===== src/rtl/core/jdc_pkg.sv =====
`timescale 1ns / 1ps
// ----------------------------------------------------------------------------
// jdc_pkg
// Constants, reciprocal multipliers and shared types of the Julian day
// converter core.
// ----------------------------------------------------------------------------
package jdc_pkg;

   // pipeline depth, input register to result register
   localparam int unsigned PIPE_STAGES = 9;

   // supported input ranges
   localparam logic signed [14:0] YEAR_MIN = -15'sd4712;
   localparam logic signed [14:0] YEAR_MAX = 15'sd9999;
   localparam logic signed [14:0] YEAR_GREG = 15'sd1582;
   localparam logic [22:0] DAYNUM_MAX = 23'd5373484;
   localparam logic [16:0] SECS_MAX = 17'd86399;

   // first day number of the gregorian calendar (1582-10-15)
   localparam logic [22:0] GREG_START_DAY = 23'd2299161;
   // 1867216.25 scaled by four
   localparam logic [24:0] CYC_OFFSET = 25'd7468865;

   // actions
   localparam logic ACT_DATE_TO_DAY = 1'b0;
   localparam logic ACT_DAY_TO_DATE = 1'b1;

   // floor division by constants as multiply and shift
   // divide by 100 (century of the year), exact below 16384
   localparam int unsigned CENTURY_SHIFT = 19;
   localparam logic [12:0] CENTURY_RECIP =
      13'(((64'd1 << CENTURY_SHIFT) + 64'd99) / 64'd100);
   // divide by 146097 (gregorian century in quarter days)
   localparam int unsigned CYC_SHIFT = 42;
   localparam logic [24:0] CYC_RECIP =
      25'(((64'd1 << CYC_SHIFT) + 64'd146096) / 64'd146097);
   // divide by 36525 (julian year in hundredths of days)
   localparam int unsigned YEAR_SHIFT = 46;
   localparam logic [30:0] YEAR_RECIP =
      31'(((64'd1 << YEAR_SHIFT) + 64'd36524) / 64'd36525);
   // multiply by 10000 / 306001 (month length 30.6001 days)
   localparam int unsigned MON_SHIFT = 40;
   localparam logic [35:0] MON_RECIP =
      36'(((64'd1 << MON_SHIFT) * 64'd10000 + 64'd306000) / 64'd306001);
   // divide by 3600 and by 60
   localparam int unsigned HOUR_SHIFT = 30;
   localparam logic [18:0] HOUR_RECIP =
      19'(((64'd1 << HOUR_SHIFT) + 64'd3599) / 64'd3600);
   localparam int unsigned MIN_SHIFT = 20;
   localparam logic [14:0] MIN_RECIP =
      15'(((64'd1 << MIN_SHIFT) + 64'd59) / 64'd60);

   // control that travels with each item
   typedef struct packed {
      logic valid;
      logic action;
      logic err;
   } ctl_type;

   // floor(30.6001 * k) for month index k of the march based year
   function automatic logic [8:0] month_offset(input logic [3:0] k);
      logic [8:0] res;
      case (k)
         4'd4:    res = 9'd122;
         4'd5:    res = 9'd153;
         4'd6:    res = 9'd183;
         4'd7:    res = 9'd214;
         4'd8:    res = 9'd244;
         4'd9:    res = 9'd275;
         4'd10:   res = 9'd306;
         4'd11:   res = 9'd336;
         4'd12:   res = 9'd367;
         4'd13:   res = 9'd397;
         4'd14:   res = 9'd428;
         4'd15:   res = 9'd459;
         default: res = 9'd0;
      endcase
      return res;
   endfunction

endpackage


===== src/rtl/core/julian_day_converter_core.sv =====
`timescale 1ns / 1ps
// ----------------------------------------------------------------------------
// julian_day_converter_core
// Calendar date and time to civil day number and back, Meeus method with the
// gregorian switch at 1582-10-15.
// ----------------------------------------------------------------------------
// The core is a nine stage pipeline: a command is taken in every cycle in
// which start is high, busy never rises, and its result appears on the rsp_
// ports with rsp_valid from the result register, for one cycle only, in
// command order. The depth is set by the day number to date path, which
// needs three reciprocal multiplies and two constant multiplies in a row,
// each followed by a register.
// The receiver cannot stall, so it must take every result strobe. Results
// of the other action read as zero; with rsp_range_error high all other
// result fields are zero.
// ----------------------------------------------------------------------------
module julian_day_converter_core (
   input  logic               clock,
   input  logic               reset,
   input  logic               start,
   output logic               busy,
   input  logic               req_action,
   input  logic signed [14:0] req_year,
   input  logic [3:0]         req_month,
   input  logic [4:0]         req_day,
   input  logic [4:0]         req_hour,
   input  logic [5:0]         req_minute,
   input  logic [5:0]         req_second,
   input  logic [22:0]        req_day_number,
   input  logic [16:0]        req_seconds_of_day,
   output logic               rsp_valid,
   output logic signed [14:0] rsp_out_year,
   output logic [3:0]         rsp_out_month,
   output logic [4:0]         rsp_out_day,
   output logic [4:0]         rsp_out_hour,
   output logic [5:0]         rsp_out_minute,
   output logic [5:0]         rsp_out_second,
   output logic [22:0]        rsp_out_day_number,
   output logic [16:0]        rsp_out_seconds_of_day,
   output logic               rsp_range_error
);
   import jdc_pkg::*;

   // control shift line
   ctl_type ctl_ff [PIPE_STAGES];
   ctl_type ctl_in;

   // stage 1
   logic        range0, range1, greg0, greg1, mlow;
   logic [15:0] y_adj, y_off;
   logic [16:0] secs0;
   logic [24:0] z4_off;
   logic [13:0] s1_y_off_in, s1_y_off_ff, s1_yc_in, s1_yc_ff;
   logic [3:0]  s1_mk_in, s1_mk_ff;
   logic [4:0]  s1_day_in, s1_day_ff;
   logic        s1_greg_in, s1_greg_ff;
   logic [16:0] s1_secs_in, s1_secs_ff;
   logic [22:0] s1_z_in, s1_z_ff;
   logic [23:0] s1_xcyc_in, s1_xcyc_ff;

   // stage 2
   logic [24:0] yd_prod;
   logic [26:0] cent_prod;
   logic [48:0] cyc_prod;
   logic [35:0] hour_prod;
   logic [22:0] s2_yd_in, s2_yd_ff;
   logic [7:0]  s2_cent_in, s2_cent_ff;
   logic [8:0]  s2_md_in, s2_md_ff;
   logic [4:0]  s2_day_in, s2_day_ff;
   logic        s2_greg_in, s2_greg_ff;
   logic [16:0] s2_secs_in, s2_secs_ff;
   logic [22:0] s2_z_in, s2_z_ff;
   logic [6:0]  s2_cyc_in, s2_cyc_ff;
   logic [4:0]  s2_hour_in, s2_hour_ff;

   // stage 3
   logic [22:0] corr, gcorr;
   logic [16:0] rem_full;
   logic [22:0] s3_dn_in, s3_dn_ff, s3_b_in, s3_b_ff;
   logic [11:0] s3_rem_in, s3_rem_ff;
   logic [16:0] s3_secs_in, s3_secs_ff;
   logic [4:0]  s3_hour_in, s3_hour_ff;

   // stage 4
   logic [26:0] min_prod;
   logic [29:0] s4_xc_in, s4_xc_ff;
   logic [22:0] s4_dn_ff, s4_b_ff;
   logic [11:0] s4_rem_ff;
   logic [16:0] s4_secs_ff;
   logic [4:0]  s4_hour_ff;
   logic [5:0]  s4_minute_in, s4_minute_ff;

   // stage 5
   logic [60:0] c_prod;
   logic [11:0] sec_full;
   logic [13:0] s5_c_in, s5_c_ff;
   logic [5:0]  s5_second_in, s5_second_ff;
   logic [22:0] s5_dn_ff, s5_b_ff;
   logic [16:0] s5_secs_ff;
   logic [4:0]  s5_hour_ff;
   logic [5:0]  s5_minute_ff;

   // stage 6
   logic [24:0] d_prod;
   logic [22:0] s6_d_in, s6_d_ff;
   logic [14:0] s6_yr0_in, s6_yr0_ff;
   logic [22:0] s6_dn_ff, s6_b_ff;
   logic [16:0] s6_secs_ff;
   logic [4:0]  s6_hour_ff;
   logic [5:0]  s6_minute_ff, s6_second_ff;

   // stage 7
   logic [22:0] bd_full;
   logic [9:0]  s7_bd_in, s7_bd_ff;
   logic [14:0] s7_yr0_ff;
   logic [22:0] s7_dn_ff;
   logic [16:0] s7_secs_ff;
   logic [4:0]  s7_hour_ff;
   logic [5:0]  s7_minute_ff, s7_second_ff;

   // stage 8
   logic [45:0] e_prod;
   logic [3:0]  s8_e_in, s8_e_ff;
   logic [9:0]  s8_bd_ff;
   logic [14:0] s8_yr0_ff;
   logic [22:0] s8_dn_ff;
   logic [16:0] s8_secs_ff;
   logic [4:0]  s8_hour_ff;
   logic [5:0]  s8_minute_ff, s8_second_ff;

   // result stage
   logic [9:0]  dom_full;
   logic [3:0]  mon;
   logic [14:0] yr;
   logic [14:0] out_year_in, out_year_ff;
   logic [3:0]  out_month_in, out_month_ff;
   logic [4:0]  out_day_in, out_day_ff;
   logic [4:0]  out_hour_in, out_hour_ff;
   logic [5:0]  out_minute_in, out_minute_ff;
   logic [5:0]  out_second_in, out_second_ff;
   logic [22:0] out_dn_in, out_dn_ff;
   logic [16:0] out_secs_in, out_secs_ff;

   // every cycle is open for a transfer
   assign busy = 1'b0;

   // stage 1: range checks, gregorian flag, march based year and month, seconds of day, day number offset
   always_comb begin
      range0 = (req_year < YEAR_MIN) || (req_year > YEAR_MAX) ||
               (req_month < 4'd1) || (req_month > 4'd12) ||
               (req_day < 5'd1) || (req_hour > 5'd23) ||
               (req_minute > 6'd59) || (req_second > 6'd59);
      range1 = (req_day_number > DAYNUM_MAX) || (req_seconds_of_day > SECS_MAX);
      greg0  = (req_year > YEAR_GREG) ||
               ((req_year == YEAR_GREG) && ((req_month > 4'd10) ||
                ((req_month == 4'd10) && (req_day >= 5'd15))));
      greg1  = req_day_number >= GREG_START_DAY;
      mlow   = req_month < 4'd3;
      y_adj  = 16'(req_year) - {15'd0, mlow};
      y_off  = y_adj + 16'd4716;
      secs0  = 17'(req_hour) * 17'd3600 + 17'(req_minute) * 17'd60 +
               17'(req_second);
      z4_off = {req_day_number, 2'b00} - CYC_OFFSET;

      ctl_in.valid  = start;
      ctl_in.action = req_action;
      ctl_in.err    = (req_action == ACT_DAY_TO_DATE) ? range1 : range0;

      s1_y_off_in = y_off[13:0];
      s1_yc_in    = y_adj[13:0];
      s1_mk_in    = req_month + (mlow ? 4'd13 : 4'd1);
      s1_day_in   = req_day;
      s1_greg_in  = (req_action == ACT_DAY_TO_DATE) ? greg1 : greg0;
      s1_secs_in  = (req_action == ACT_DAY_TO_DATE) ? req_seconds_of_day : secs0;
      s1_z_in     = req_day_number;
      s1_xcyc_in  = z4_off[23:0];
   end

   // stage 2: year days, century, month offset, gregorian centuries, hour
   always_comb begin
      yd_prod   = 25'(s1_y_off_ff) * 25'd1461;
      cent_prod = 27'(s1_yc_ff) * 27'(CENTURY_RECIP);
      cyc_prod  = 49'(s1_xcyc_ff) * 49'(CYC_RECIP);
      hour_prod = 36'(s1_secs_ff) * 36'(HOUR_RECIP);

      s2_yd_in   = yd_prod[24:2];
      s2_cent_in = cent_prod[CENTURY_SHIFT +: 8];
      s2_md_in   = month_offset(s1_mk_ff);
      s2_day_in  = s1_day_ff;
      s2_greg_in = s1_greg_ff;
      s2_secs_in = s1_secs_ff;
      s2_z_in    = s1_z_ff;
      s2_cyc_in  = cyc_prod[CYC_SHIFT +: 7];
      s2_hour_in = hour_prod[HOUR_SHIFT +: 5];
   end

   // stage 3: day number sum, gregorian corrected day count, seconds past hour
   always_comb begin
      corr  = s2_greg_ff ? (23'd2 - 23'(s2_cent_ff) + 23'(s2_cent_ff[7:2])) : 23'd0;
      gcorr = s2_greg_ff ? (23'd1 + 23'(s2_cyc_ff) - 23'(s2_cyc_ff[6:2])) : 23'd0;
      rem_full = s2_secs_ff - 17'(s2_hour_ff) * 17'd3600;

      s3_dn_in   = s2_yd_ff + 23'(s2_md_ff) + 23'(s2_day_ff) + corr - 23'd1524;
      s3_b_in    = s2_z_ff + 23'd1524 + gcorr;
      s3_rem_in  = rem_full[11:0];
      s3_secs_in = s2_secs_ff;
      s3_hour_in = s2_hour_ff;
   end

   // stage 4: scaled day count for the year divide, minute
   always_comb begin
      min_prod     = 27'(s3_rem_ff) * 27'(MIN_RECIP);
      s4_xc_in     = 30'(s3_b_ff) * 30'd100 - 30'd12210;
      s4_minute_in = min_prod[MIN_SHIFT +: 6];
   end

   // stage 5: julian years, second
   always_comb begin
      c_prod       = 61'(s4_xc_ff) * 61'(YEAR_RECIP);
      sec_full     = s4_rem_ff - 12'(s4_minute_ff) * 12'd60;
      s5_c_in      = c_prod[YEAR_SHIFT +: 14];
      s5_second_in = sec_full[5:0];
   end

   // stage 6: days in whole years, year before month fixup
   always_comb begin
      d_prod    = 25'(s5_c_ff) * 25'd1461;
      s6_d_in   = d_prod[24:2];
      s6_yr0_in = 15'(s5_c_ff) - 15'd4715;
   end

   // stage 7: day of the march based year
   always_comb begin
      bd_full  = s6_b_ff - s6_d_ff;
      s7_bd_in = bd_full[9:0];
   end

   // stage 8: march based month
   always_comb begin
      e_prod  = 46'(s7_bd_ff) * 46'(MON_RECIP);
      s8_e_in = e_prod[MON_SHIFT +: 4];
   end

   // result stage: day of month, month, year, and field selection
   always_comb begin
      dom_full = s8_bd_ff - 10'(month_offset(s8_e_ff));
      mon      = (s8_e_ff < 4'd14) ? (s8_e_ff - 4'd1) : (s8_e_ff - 4'd13);
      yr       = s8_yr0_ff - {14'd0, (mon > 4'd2)};

      out_year_in   = '0;
      out_month_in  = '0;
      out_day_in    = '0;
      out_hour_in   = '0;
      out_minute_in = '0;
      out_second_in = '0;
      out_dn_in     = '0;
      out_secs_in   = '0;
      if (!ctl_ff[PIPE_STAGES-2].err) begin
         if (ctl_ff[PIPE_STAGES-2].action == ACT_DAY_TO_DATE) begin
            out_year_in   = yr;
            out_month_in  = mon;
            out_day_in    = dom_full[4:0];
            out_hour_in   = s8_hour_ff;
            out_minute_in = s8_minute_ff;
            out_second_in = s8_second_ff;
         end else begin
            out_dn_in   = s8_dn_ff;
            out_secs_in = s8_secs_ff;
         end
      end
   end

   // control: valid, action and range flag travel with the data
   always_ff @(posedge clock) begin
      if (reset) begin
         for (int i = 0; i < PIPE_STAGES; i++) begin
            ctl_ff[i] <= '0;
         end
      end else begin
         ctl_ff[0] <= ctl_in;
         for (int i = 1; i < PIPE_STAGES; i++) begin
            ctl_ff[i] <= ctl_ff[i-1];
         end
      end
   end

   // payload registers of all stages
   always_ff @(posedge clock) begin
      s1_y_off_ff <= s1_y_off_in;
      s1_yc_ff    <= s1_yc_in;
      s1_mk_ff    <= s1_mk_in;
      s1_day_ff   <= s1_day_in;
      s1_greg_ff  <= s1_greg_in;
      s1_secs_ff  <= s1_secs_in;
      s1_z_ff     <= s1_z_in;
      s1_xcyc_ff  <= s1_xcyc_in;

      s2_yd_ff   <= s2_yd_in;
      s2_cent_ff <= s2_cent_in;
      s2_md_ff   <= s2_md_in;
      s2_day_ff  <= s2_day_in;
      s2_greg_ff <= s2_greg_in;
      s2_secs_ff <= s2_secs_in;
      s2_z_ff    <= s2_z_in;
      s2_cyc_ff  <= s2_cyc_in;
      s2_hour_ff <= s2_hour_in;

      s3_dn_ff   <= s3_dn_in;
      s3_b_ff    <= s3_b_in;
      s3_rem_ff  <= s3_rem_in;
      s3_secs_ff <= s3_secs_in;
      s3_hour_ff <= s3_hour_in;

      s4_xc_ff     <= s4_xc_in;
      s4_dn_ff     <= s3_dn_ff;
      s4_b_ff      <= s3_b_ff;
      s4_rem_ff    <= s3_rem_ff;
      s4_secs_ff   <= s3_secs_ff;
      s4_hour_ff   <= s3_hour_ff;
      s4_minute_ff <= s4_minute_in;

      s5_c_ff      <= s5_c_in;
      s5_second_ff <= s5_second_in;
      s5_dn_ff     <= s4_dn_ff;
      s5_b_ff      <= s4_b_ff;
      s5_secs_ff   <= s4_secs_ff;
      s5_hour_ff   <= s4_hour_ff;
      s5_minute_ff <= s4_minute_ff;

      s6_d_ff      <= s6_d_in;
      s6_yr0_ff    <= s6_yr0_in;
      s6_dn_ff     <= s5_dn_ff;
      s6_b_ff      <= s5_b_ff;
      s6_secs_ff   <= s5_secs_ff;
      s6_hour_ff   <= s5_hour_ff;
      s6_minute_ff <= s5_minute_ff;
      s6_second_ff <= s5_second_ff;

      s7_bd_ff     <= s7_bd_in;
      s7_yr0_ff    <= s6_yr0_ff;
      s7_dn_ff     <= s6_dn_ff;
      s7_secs_ff   <= s6_secs_ff;
      s7_hour_ff   <= s6_hour_ff;
      s7_minute_ff <= s6_minute_ff;
      s7_second_ff <= s6_second_ff;

      s8_e_ff      <= s8_e_in;
      s8_bd_ff     <= s7_bd_ff;
      s8_yr0_ff    <= s7_yr0_ff;
      s8_dn_ff     <= s7_dn_ff;
      s8_secs_ff   <= s7_secs_ff;
      s8_hour_ff   <= s7_hour_ff;
      s8_minute_ff <= s7_minute_ff;
      s8_second_ff <= s7_second_ff;

      out_year_ff   <= out_year_in;
      out_month_ff  <= out_month_in;
      out_day_ff    <= out_day_in;
      out_hour_ff   <= out_hour_in;
      out_minute_ff <= out_minute_in;
      out_second_ff <= out_second_in;
      out_dn_ff     <= out_dn_in;
      out_secs_ff   <= out_secs_in;
   end

   // result transfer ports
   assign rsp_valid              = ctl_ff[PIPE_STAGES-1].valid;
   assign rsp_range_error        = ctl_ff[PIPE_STAGES-1].err;
   assign rsp_out_year           = out_year_ff;
   assign rsp_out_month          = out_month_ff;
   assign rsp_out_day            = out_day_ff;
   assign rsp_out_hour           = out_hour_ff;
   assign rsp_out_minute         = out_minute_ff;
   assign rsp_out_second         = out_second_ff;
   assign rsp_out_day_number     = out_dn_ff;
   assign rsp_out_seconds_of_day = out_secs_ff;

endmodule


===== config.mk =====
export PLATFORM = sky130hd
export DESIGN_NAME = julian_day_converter_core
export DESIGN_NICKNAME = d
export VERILOG_FILES = /design/src/rtl/core/jdc_pkg.sv /design/src/rtl/core/julian_day_converter_core.sv
export SDC_FILE = /design/constraint.sdc
export NUM_CORES = 2
export LEC_CHECK = 0
export ABC_CLOCK_PERIOD_IN_PS = 8100
export BUFFER_PORTS_ARGS = -buffer_cell sky130_fd_sc_hd__clkbuf_2
export CORE_MARGIN = 3
export CORE_UTILIZATION = 45
export CTS_CLUSTER_DIAMETER = 80
export DETAILED_ROUTE_END_ITERATION = 8
export SLEW_MARGIN = 20
export SYNTH_ARGS = -nofsm -noshare
export SYNTH_HDL_FRONTEND = slang
export SYNTH_SLANG_ARGS = --single-unit

===== constraint.sdc =====
create_clock -name clock -period 8.1 [get_ports clock]
set_clock_uncertainty 0.15 [all_clocks]
set_input_delay 0 -clock clock [delete_from_list [all_inputs] [get_ports clock]]
set_output_delay 0 -clock clock [all_outputs]
set_load 0.02 [all_outputs]

# Word level (Yosys, flattened, before mapping)
# Memory sizes are Yosys's and may differ from the RTL's. A register that Yosys moved wholly into a read port is not among the register bits.
# Index checks and enable logic that the tools add are counted.
[word_totals]
regBits = 785
mem_bits_rw = 27
mem_bits_ro = 288
inputBits = 85
out_inout_bits = 84
elab_cells = 169
mem_count = 3
[mem_list]
columns = ["name", "words", "width", "rd", "rd_clocked_by_memory_dff", "wr", "line", "text"]
rows = [
  ["(no name shown)", 16, 9, 1, 1, 0, "jdc_pkg.sv:63", "case (k)"],
  ["(no name shown)", 16, 9, 1, 1, 0, "jdc_pkg.sv:63", ""],
  ["ctl_ff", 9, 3, 9, 0, 9, "julian_day_converter_core.sv:45", "ctl_type ctl_ff [PIPE_STAGES];"],
]
[classes]
add_sub_neg = 25
multipliers = 13
magnitude_cmp = 17
n_eq_ne = 2
muxes = 19
n_bitwise = 10
reduce_logical = 14
[ops]
columns = ["cell", "n"]
rows = [
  ["$mul 30x31->60 const B", 1],
  ["$mul 24x24->48 const B", 1],
  ["$add 23x23->23", 2],
  ["$mux 23", 2],
  ["$mul 10x36->44 const B", 1],
  ["$mul 17x18->34 const B", 1],
  ["$sub 30x14->30 const B", 1],
  ["$mul 23x5->28 const B", 1],
  ["$mul 14x13->27 const B", 1],
  ["$mux 3", 9],
  ["$mul 12x15->26 const B", 1],
  ["$mul 14x11->25 const B", 1],
  ["$sub 24x23->24 const B", 1],
  ["$add 23x11->23 const B", 1],
  ["$add 23x5->23", 1],
  ["$add 23x9->23", 1],
  ["$ge 23x22->1 const B", 1],
  ["$gt 23x23->1 const B", 1],
  ["$sub 23x11->23 const B", 1],
  ["$add 17x12->17", 1],
  ["$add 17x6->17", 1],
  ["$gt 17x17->1 const B", 1],
  ["$mux 17", 1],
  ["$eq 15x12->1 const B", 1],
  ["other kinds (40)", 66],
]

# Depth between registers and ports, before layout
[depth]
depth_word = 10
ltp_mapped = 25

# Least setup slack after synthesis
# Ideal clock, no wire load.
[synth_timing]
kind = "register to register"
from = "reg s4_xc_ff[28]"
to = "reg s5_c_ff[7]"
setup_time_ns = 0.072
arrival_ns = 6.725
t_required_ns = 7.878
slack_ns = 1.153
path_stages_with_launch = 24
cell_sequence = "dfxtp_1 > fa_1 > inv_1 > fa_1 > fa_1 > fa_1 > inv_1 > fa_1 > inv_1 > fa_1 > fa_1 > inv_1 > ha_1 > ha_1 > o21ai_0 > a21oi_1 > or2_2 > a31o_2 > a41oi_1 > a21boi_1 > o41a_1 > o21a_1 > nor2_1 > xnor2_1"
[synth_between]
elab_chain_cells = 1
[synth_lines]
columns = ["element", "line", "text"]
rows = [
  ["from (decl)", "julian_day_converter_core.sv:86", "logic [29:0] s4_xc_in, s4_xc_ff;"],
  ["from (signal assigned)", "julian_day_converter_core.sv:314", "s4_xc_ff <= s4_xc_in;"],
  ["$mul 30x31->60", "julian_day_converter_core.sv:219", "c_prod = 61'(s4_xc_ff) * 61'(YEAR_RECIP);"],
  ["via c_prod[53]", "julian_day_converter_core.sv:94", "logic [60:0] c_prod;"],
  ["to (signal assigned)", "julian_day_converter_core.sv:322", "s5_c_ff <= s5_c_in;"],
  ["to (decl)", "julian_day_converter_core.sv:96", "logic [13:0] s5_c_in, s5_c_ff;"],
]
# The timed path passes the listed nets, and every way through them passes these cells.
# A chain may end at the register's enable or synchronous reset.

# Worst setup path after layout
[layout_timing]
from = "reg s4_xc_ff[18]"
to = "reg s5_c_ff[13]"
# Same word-level chain as after synthesis.

==> results.cfg <==
[clock_tree]
cts_buffers = 91
cts_setup_buffers = 0
cts-hold-fix-buffers = 171
clk_pin_slew_ns = 0.06
cts.sink_count = 803
root_buffer = clkbuf_16
insertion_delay_ns = 0.71
ctsLongestPathBuffers = 3
cts_resized = 0
cts_tree = yes
cts.htree.levels = 3

[grt]
global_route.overflow_total = 0
antenna_found_initial = 7
grt_max_degree = 31
grt_pass1_vias = 46300
global_route.usage.total_pct = 19.9
grt_pass1_wl_um = 247000

[drt]
route.antenna.remaining_nets = 0
num_vias = 42800
detailedRoute.firstPassIterationCount = 5
post-route-drc-count = 0
detail_route.iter0.violations = 1751
route.detailed.wl_per_inst_um = 17.0
via_per_inst = 4.81
drt_wl_total_um = 152000

[synthesis]
synth_sequential_area_ratio_pct = 23.3
synth-warning-count = 0
synthesis.nets = 8800
async_flop_share_pct = 0
syn_inst = 6374
netlist-cell-type-count = 86
postSynthRegisterBits = 803
post_synth.cell_area_avg_um2 = 10.8
synth_enable_flop_cells = 0
post_synth_instance_area_um2 = 68900
dominantRegCellSynth = dfxtp_1

[cells_and_area]
layout_area_overhead_pct = 12.3
layout.cells.most_common = inv_1
n_fill_cell = 13700
fin_util_pct = 51.2
layout-drive-gt1-share_pct = 5.70
leading_cell_types_in_the_layout_fill_and_taps_excluded = 1579 x inv_1, 1390 x ha_1, 951 x fa_1
nets = 9241

[placement]
dp_hpwl_um = 129000
routability_congestion = 0.953
io_buffers = 167

[timing]
max_freq_mhz = 132
pins_over_slew_limit = 0
rsz0062_at_grt = no
max_slew_margin_pct = 39.0
setup_total_negative_slack_ns = 0
finalSetupViolCount = 0
final.period_utilization_pct = 93.4
timing_worst_slew_pin_value_ns = 0.892
hold_violations = 0
post_layout_minimum_cycle_time_ns = 7.56

[critical_path]
cp_max_fo = 7
cp.arrival_ns = 8.05
required_ns = 8.59
type_of_the_worst_setup_path = reg -> reg
crit_path_start_kind = flip-flop
end_kind = flip-flop

[floorplanning]
die-width_um = 397
floorplan.die.height_um = 397
io_pins = 169
fp.coreArea_um2 = 151000
design.die.area_um2 = 158000
placementRows = 142
initial_utilization_pct = 45.6

[run_status]
run_status = finished clean

[flow_run]
max_cap_violations = 0

[min_path]
hold_path.class = in -> reg
[logic make-up after synthesis]
| logic type | share of synthesized area (%) |
|---|---|
| flip-flops | 23.3 |
| multiplexers | 0.171 |
| other | 0.00544 |
| adder cells (fa/ha/maj) | 52.9 |
| XOR/XNOR | 3.65 |
| buffers and inverters | 8.72 |
| AO/OA/AOI/OAI | 5.92 |
| AND/OR/NAND/NOR | 5.33 |
[cell type report]
cell class / count / area (µm²) / share of cell area, %
multi-input combinational: 3972 / 46800 / 60.5
clock inverter: 44 / 634 / 0.820
clock buffer: 123 / 2580 / 3.33
inverter: 1579 / 5930 / 7.66
antenna: 3 / 7.51 / 0.00971
timing repair buffer: 368 / 2770 / 3.58
sequential: 803 / 16100 / 20.8
tap: 2016 / 2520 / 3.26
[registers in the layout (all words and copies together), names as in the netlist, 22 cells and up, named ones only]
| signal | flops |
|---|---|
| s7_dn_ff | 23 |
| s2_z_ff | 23 |
| s4_xc_ff | 28 |
| rsp_out_day_number | 23 |
| s1_xcyc_ff | 22 |
| s5_dn_ff | 23 |
| s3_dn_ff | 23 |
| s3_b_ff | 23 |
| ctl_ff | 26 |
| s1_z_ff | 23 |
| s8_dn_ff | 23 |
| s6_dn_ff | 23 |
| s2_yd_ff | 23 |
| s4_dn_ff | 23 |
[per-stage QoR]
stage               setup WS [ns]  area, µm²  cells  hold WS [ns]
finish                      0.538      77400   8908        0.0807
CTS                         0.537      77300   8905       0.00888
global route                0.181      77300   8905        0.0756
floorplan                    1.15      68900   6374        -0.122
global placement            0.579      72400   8567       -0.0139
detailed placement          0.585      72400   8567       -0.0116
[Yosys cell counts (6+ instances only)]
cell type	count	area, µm²
a2111oi_0	9	78.8
o21ai_0	100	500
ha_1	1390	17400
xor2_1	94	823
inv_1	1579	5930
fa_1	951	19000
nor2b_1	61	382
nand4_1	36	225
nor3_1	51	255
nor4_1	12	75.1
clkbuf_1	18	67.6
a21o_1	101	758
xnor2_1	191	1670
or2_2	11	68.8
o211ai_1	22	165
a21boi_0	7	52.6
o21ai_1	12	60.1
o41ai_1	9	78.8
a211o_1	10	87.6
o21a_1	30	225
nand2b_1	28	175
nand2_1	136	510
a211oi_1	22	165
and3_1	21	131
a31o_2	7	61.3
and2_1	82	513
dfxtp_1	803	16100
o31ai_1	12	90.1
nor2_1	177	664
o21bai_1	26	195
nand3_1	50	250
or3_1	17	106
a31oi_1	17	106
a21oi_1	173	866
mux2_2	6	67.6
nor3b_1	6	45.0
[routing by layer]
| metal | wire (µm) | GRT usage (%) |
|---|---|---|
| met3 | 6140 | 2.79 |
| met2 | 71000 | 32.9 |
| met4 | 3110 | 4.65 |
| met5 | 0 | 0 |
| met1 | 71600 | 27.7 |
[path summary, 6_finish.rpt]
check             cells past startpoint             to           from  slack, ns
hold reg to reg                       0  s6_secs_ff[5]  s5_secs_ff[5]       0.16
setup reg to reg                     23    s5_c_ff[13]   s4_xc_ff[18]       0.54
setup / recovery                     23    s5_c_ff[13]   s4_xc_ff[18]       0.54
hold / removal                        4  s1_secs_ff[2]  req_second[2]       0.08
[worst max-delay path, stage by stage (launching register included)]
cell and delay (ns):
dfxtp_1 0.41, fa_1 0.71, inv_1 0.09, fa_1 0.48, fa_1 0.51, inv_1 0.05, fa_1 0.50, fa_1 0.54
fa_1 0.54, fa_1 0.57, inv_1 0.06, fa_1 0.49, inv_1 0.04, ha_1 0.31, a211oi_1 0.21, o21ai_0 0.12
o211ai_1 0.10, a31oi_1 0.14, o211ai_1 0.46, nand4_1 0.23, nand3_1 0.19, o21ai_1 0.11, o41ai_1 0.33, xnor2_1 0.15
Power is not shown: default switching activity piles up to over one toggle a cycle in this logic, so the estimate is an artifact.
